--- config.mk ---
export PLATFORM = sky130hd
export DESIGN_NAME = ahq_front
export DESIGN_NICKNAME = d
export VERILOG_FILES = /design/src/ahq_pkg.sv /design/src/ahq_front.sv
export SDC_FILE = /design/constraint.sdc
export NUM_CORES = 1
export LEC_CHECK = 0
export BUFFER_PORTS_ARGS = -buffer_cell sky130_fd_sc_hd__buf_4
export CAP_MARGIN = 25
export CORE_MARGIN = 4
export CORE_UTILIZATION = 41
export DETAILED_ROUTE_END_ITERATION = 10
export GPL_ROUTABILITY_DRIVEN = 1
export HOLD_SLACK_MARGIN = 0.02
export PLACE_DENSITY = 0.62
export SKIP_LAST_GASP = 1
export SLEW_MARGIN = 20
export SYNTH_ARGS = -nofsm -noshare
export SYNTH_HDL_FRONTEND = slang
export SYNTH_SLANG_ARGS = --single-unit
export TNS_END_PERCENT = 30
--- constraint.sdc ---
create_clock -name clk -period 2 [get_ports clk]
set_input_delay 0.4 -clock clk [delete_from_list [all_inputs] [get_ports clk]]
set_output_delay 0.4 -clock clk [all_outputs]
set_load 0.01 [all_outputs]
--- src/ahq_pkg.sv ---
`timescale 1ns / 1ps
// ----------------------------------------------------------------------------
// ahq_pkg
// Types and constants of the absolute humidity datapath (Magnus formula).
// ----------------------------------------------------------------------------
package ahq_pkg;

  localparam int EXP_FRAC_BITS_DEF = 16;
  localparam int GUARD_BITS        = 8;
  localparam int SERIES_TERMS      = 12;
  localparam int QUEUE_DEPTH       = 4;

  localparam int TEMP_W = 15;
  localparam int RH_W   = 14;
  localparam int AH_W   = 16;

  localparam logic signed [TEMP_W-1:0] TEMP_LO = -15'sd4000;
  localparam logic signed [TEMP_W-1:0] TEMP_HI = 15'sd8500;
  localparam logic [RH_W-1:0]          RH_MAX  = 14'd10000;

  // ln(2) with 64 fraction bits.
  localparam logic [63:0] LN2_Q64 = 64'hB17217F7D1CF79AB;

  // Exponent x = X_NUM_K * t / (X_DEN_K * (X_DEN_OFF + t)).
  localparam int X_NUM_K   = 1762;
  localparam int X_NUM_W   = 26;
  localparam int X_DEN_K   = 100;
  localparam int X_DEN_OFF = 24312;
  localparam int X_DEN_W   = 22;

  // 6.112 * 216.7 * 256 / 10^2 = 413897 * 128 / 15625.
  localparam int AH_NUM_K   = 413897;
  localparam int AH_NUM_W   = 19;
  localparam int AH_DEN_K   = 15625;
  localparam int AH_DEN_OFF = 27315;
  localparam int AH_DEN_W   = 30;

  // Quotient bits of the final division; one more than the result width.
  localparam int Q_BITS = AH_W + 1;

  typedef struct packed {
    logic                     oor;
    logic [RH_W-1:0]          rh;
    logic signed [TEMP_W-1:0] temp;
  } ahq_item_t;

endpackage

--- src/ahq_front.sv ---
`timescale 1ns / 1ps
// ----------------------------------------------------------------------------
// ahq_front
// Accepts samples, runs the validity check and queues them for the datapath.
// ----------------------------------------------------------------------------
module ahq_front (
  input  logic                           clk,
  input  logic                           rst,
  input  logic                           s_tvalid,
  output logic                           s_tready,
  input  logic [ahq_pkg::TEMP_W-1:0]     temp_centi_c,
  input  logic [ahq_pkg::RH_W-1:0]       rel_hum_centi_pct,
  output logic                           q_valid,
  output ahq_pkg::ahq_item_t             q_item,
  input  logic                           q_pop
);

  localparam int PTR_W = $clog2(ahq_pkg::QUEUE_DEPTH);

  ahq_pkg::ahq_item_t mem [ahq_pkg::QUEUE_DEPTH];
  ahq_pkg::ahq_item_t in_item;
  logic [PTR_W-1:0]   wr_ptr;
  logic [PTR_W-1:0]   rd_ptr;
  logic [PTR_W:0]     count;
  logic               push;
  logic               pop;

  always_comb begin
    in_item.temp = $signed(temp_centi_c);
    in_item.rh   = rel_hum_centi_pct;
    in_item.oor  = !(($signed(temp_centi_c) > ahq_pkg::TEMP_LO) &&
                     ($signed(temp_centi_c) < ahq_pkg::TEMP_HI) &&
                     (rel_hum_centi_pct <= ahq_pkg::RH_MAX));
  end

  assign s_tready = (count != (PTR_W + 1)'(ahq_pkg::QUEUE_DEPTH));
  assign q_valid  = (count != '0);
  assign push     = s_tvalid && s_tready;
  assign pop      = q_pop && q_valid;
  assign q_item   = mem[rd_ptr];

  always_ff @(posedge clk) begin
    if (rst) begin
      wr_ptr <= '0;
      rd_ptr <= '0;
      count  <= '0;
    end else begin
      if (push) wr_ptr <= wr_ptr + 1'b1;
      if (pop) rd_ptr <= rd_ptr + 1'b1;
      if (push && !pop) begin
        count <= count + 1'b1;
      end else if (pop && !push) begin
        count <= count - 1'b1;
      end
    end
  end

  always_ff @(posedge clk) begin
    if (push) mem[wr_ptr] <= in_item;
  end

endmodule

# Yosys cells after proc, flatten, opt, wreduce, memory -nomap -nowiden

Memories as Yosys holds them, arrays and structs flattened. A register that Yosys moved wholly into a read port is not among the register bits.
Cells that the tools add are included.

Add/sub/neg operators: 4
Multipliers: 0
Divide/modulo/power cells: 0
$lt $le $gt $ge: 3
Eq/ne operators: 1
Shift operators: 0
Multiplexer cells: 6
Bitwise operators: 0
Reduce and logical (&&, ||, !) cells: 11

Operator list:

| operator             | count |
|---|---|
| $gt 15x13->1 const B | 1 |
| $lt 15x15->1 const B | 1 |
| $le 14x14->1 const B | 1 |
| $logic_and 1x1->1    | 6 |
| $mux 3               | 2 |
| $add 2x1->2 const B  | 2 |
| $mux 2               | 2 |
| $add 3x1->3 const B  | 1 |
| $logic_not 1->1      | 3 |
| $ne 3x3->1 const B   | 1 |
| $reduce_bool 3->1    | 1 |
| $sub 3x1->3 const B  | 1 |
| $mux 1               | 2 |
| $reduce_bool 2->1    | 1 |

Flip-flop bits (word level): 7
Bits in latches: 0
Bits in writable memories: 120
Bits in read-only memories: 0
Input bits: 33
Output and inout bits: 32
Logic and storage cells: 29
Memories: 1

Memory list:

| memory | words | width | rd ports | clocked after Yosys merged registers in | write ports | RTL line        | text |
|---|---|---|---|---|---|---|---|
| mem    | 4     | 30    | 1        | 1                                       | 1           | ahq_front.sv:20 | `ahq_pkg::ahq_item_t mem [ahq_pkg::QUEUE_DEPTH];` |

# Logic depth before layout (Yosys ltp)

Depth after elaboration: 6
Mapped depth: 8
Depth with buffers taken out: 8

# Worst setup path after synthesis

Ideal clock, no wire load.

Path kind: register -> register
Start: register count[0]
End: register count[2]
Library setup time: 0.070 ns
Arrival: 2.057 ns
Data required time: 1.930 ns
Setup slack: -0.127 ns
Cell stages (with the launch flop): 9
Buffers on the path: 0
Period minus slack after synthesis: 2.127 ns
Path through: dfxtp_1 > or3_1 > nand2_1 > ha_1 > inv_1 > fa_1 > xor2_1 > or3_1 > a21oi_1

Longest elaborated chain between the ends: 5
Elaborated cells between the ends (all ways): 13
Classes of those cells: add/sub (2); eq/ne (1); mux (2); reduce/logical (8)

RTL lines:

| what                                        | RTL line        | text |
|---|---|---|
| start, declared                             | ahq_front.sv:24 | `logic [PTR_W:0] count;` |
| start signal, assigned                      | ahq_front.sv:51 | `count <= count + 1'b1;` |
| start signal, assigned                      | ahq_front.sv:53 | `count <= count - 1'b1;` |
| $reduce_bool 3->1 (*)                       | ahq_front.sv:37 | `assign q_valid = (count != '0);` |
| named net q_valid                           | ahq_front.sv:13 | `output logic q_valid,` |
| $logic_and 1x1->1 (*)                       | ahq_front.sv:39 | `assign pop = q_pop && q_valid;` |
| $logic_not 1->1                             | ahq_front.sv:50 | `if (push && !pop) begin` |
| $logic_and 1x1->1                           | ahq_front.sv:50 |  |
| $mux 3 or $reduce_bool 2->1 (tied branches) | --              |  |

The timed path passes the listed nets; every way through them passes the cells marked *. The select of a mux whose other input is x is not followed.
A chain may end at the register's enable or synchronous reset.

==> results.json <==
{
  "gr-usage-all-layers": 0.145,
  "period_minus_slack_ns": 2.07,
  "use_met1": 0.183,
  "final_common_cell": "edfxtp_1",
  "syn_area_um2": 4870,
  "grt_pass1_wl_um": 14100,
  "core_um2": 11500,
  "static-leakage-power_nw": 2.20,
  "num_io_pins": 65,
  "syn_avg_cell_area_um2": 22.1,
  "critical_path.max_stage_delay_ns": 0.53,
  "failed_checks": "setup timing",
  "cp_num_buf_inv": 2,
  "drive_gt1_frac": 0.444,
  "drtAntennaViolNets": 0,
  "drv_slew": 0,
  "firstDrtPassIters": 4,
  "setup_tns_ns": -1.43,
  "peakVddDrop_v": 0.000549,
  "synth_area_leaders": "edfxtp_1 74%, mux4_2 14%, dfxtp_1 3.7%, ha_1 1.3%, xor2_1 0.72%",
  "post_drt_wl_per_cell_um": 19.7,
  "synth_top_cell_by_area": "edfxtp_1",
  "clock_skew_ns": 0.00767,
  "stdcell_area_um2": 6320,
  "wl_um": 9190,
  "placed_area_um2": 5690,
  "r2r_end": "count[2]",
  "nets": 350,
  "clock-sinks": 129,
  "clk_latency_ns": 0.40,
  "most-common-layout-cells": "120 x edfxtp_1, 72 x buf_4, 30 x mux4_2, 20 x clkbuf_16, 9 x nor2_1",
  "setup_ws_ns": -0.0685,
  "place_congestion": 0.743,
  "drt_iter0_markers": 197,
  "rsz0062_at_grt": "true",
  "busiest_layer": "met2",
  "yosys_warnings": 0,
  "worstSetupStartpointType": "register",
  "cts_made_buffers": 17,
  "fmax_mhz": 483,
  "via_per_inst": 5.17,
  "clk_pin_slew_ns": 0.05,
  "slew_headroom": 0.726,
  "start_util": 0.423,
  "yosysSeqAreaShare": 0.777,
  "antenna_found_initial": 0,
  "crit_family": "multiplexers",
  "synth_nets": 259,
  "drv_cap": 0,
  "worstPathRequired_ns": 1.60,
  "cts_tree": "yes",
  "hold_path.class": "primary input to register",
  "path_cells": "buf_12 -> mux4_2 -> buf_4",
  "cts_root_buf": "clkbuf_16",
  "dieHeight_um": 117,
  "dp_slack_ns": -0.0631,
  "cp-end-kind": "output pin",
  "first_global_vias": 2600,
  "ff2ff_setup_slack_ns": -0.05,
  "cts_max_level": 4,
  "synth.distinct_cells": 29,
  "layout-area-overhead-vs-synth_pct": 29.8,
  "grt-ovfl-total": 0,
  "hold-path-endpoint": "mem[1][1]",
  "finalSetupViolations": 31,
  "worstMarginPinSlew_ns": 0.406,
  "grt_start_max_net_pins": 31,
  "r2r_cells": 8,
  "met3_usage": 0.0550,
  "use_met2": 0.225,
  "hold_start": "temp_centi_c[1]",
  "worstHoldPathCells": 1,
  "vias": 2413,
  "worstPathArrival_ns": 1.67,
  "worstPathMaxFanout": 10,
  "placedCellCount": 434,
  "hold_violations": 0,
  "cpMaxStageDelayCell": "mux4_2",
  "numPortBuffers": 64,
  "status": "finished, violations left",
  "n_antenna_cell": 0,
  "dieArea_um2": 13700,
  "drc_errors": 0,
  "p_per_area_nw_per_um2": 1350,
  "r2r_start": "count[1]",
  "p_total_mw": 8.53,
  "final_cells": 467,
  "critPathKind": "register to output pin",
  "cts_buffer_depth": 2,
  "die_x_um": 117,
  "ys_ff_latch": 129,
  "hpwl_um": 5590,
  "synth_top_area_frac": 0.740,
  "timing.final.crit_share": 1.03,
  "synth_cells": 220,
  "placementRows": 39
}
## final cells by class
class	count	area (µm²)
clock buffer	30	567
clock inverter	2	12.5
fill	878	5200
inverter	4	15.0
multi-input combinational	80	1070
sequential	129	3790
tap	143	179
timing repair buffer	79	686
## worst register-to-register path, cell delays in order (launching register included)
cell and delay (ns):
dfxtp_1 0.32, or3_4 0.42, nand2_4 0.09, ha_4 0.13, inv_1 0.05, fa_2 0.34, xor2_1 0.15, or3_1 0.33
a21oi_2 0.15
## cells by family (layout without fill, tap and decap cells)
family | Yosys count | in the layout | synth area share
compound gates | 11 | 11 | 0.0188
xor+xnor | 5 | 5 | 0.00899
fa+ha+maj | 6 | 6 | 0.0170
buf+inv | 11 | 115 | 0.00925
flops | 129 | 129 | 0.777
mux | 32 | 32 | 0.143
simple gates | 26 | 26 | 0.0262
## per-stage QoR
step / hold slack [ns] / util
after global routing: 0.195 / 0.549
after floorplan: 0.485 / -
after CTS: 0.193 / 0.545
final: 0.212 / 0.549
after detailed placement: 0.515 / 0.494
after global placement: 0.504 / 0.494
## state kept, by name, indices dropped and copies added, names as in the netlist, named ones only
signal / flops
count: 3
mem: 120
rd_ptr: 2
wr_ptr: 2
## layer usage
layer	up-vias	wire length, µm
met4	0	108
met1	1251	4040
met5	-	0
met3	9	479
li1	1092	-
met2	61	4570
## worst max path at each step
stage                   from         end  slack, ns  depth (start not counted)
finish              register  q_item[29]      -0.07                          3
global route        register  q_item[29]      -0.15                          3
CTS                 register  q_item[28]      -0.11                          3
detailed placement  count[2]    count[2]      -0.06                          8
global placement    count[2]    count[2]       0.04                          8
floorplan           count[0]    count[2]      0.008                          8
## power breakdown
group | internal, mW | leakage (nW) | total, mW | switching [mW]
clock network | 1.90 | 0.281 | 2.90 | 1.01
registers | 3.31 | 1.17 | 3.42 | 0.109
logic | 1.21 | 0.744 | 2.20 | 0.997
total | 6.42 | 2.20 | 8.53 | 2.11
## synthesized netlist by cell type
cell        n
a21boi_2    1
a21oi_1     2
a311o_2     1
and2_1      4
buf_2       3
clkbuf_1    4
dfxtp_1     9
edfxtp_1  120
fa_1        1
ha_1        5
inv_1       4
mux2i_1     2
mux4_2     30
nand2_1     4
nand3_1     2
nand3b_1    1
nand4_1     1
nor2_1      9
nor3_1      2
o211a_1     1
o211ai_2    1
o21ai_0     2
o311a_1     1
o31ai_1     1
o41ai_1     1
or3_1       2
or4_1       1
xnor2_1     1
xor2_1      4
## timing repair
| action | in CTS | in global routing |
|---|---|---|
| cloned | 0 | 1 |
| buffers inserted | 0 | 0 |
| resized for setup | 1 | 5 |
| setup endpoints to repair | 31 | 31 |
| pin swaps | 0 | 1 |
| hold endpoints to repair | 0 | 0 |
| hold buffers | 0 | 0 |
(Power assumes the default switching activity.)
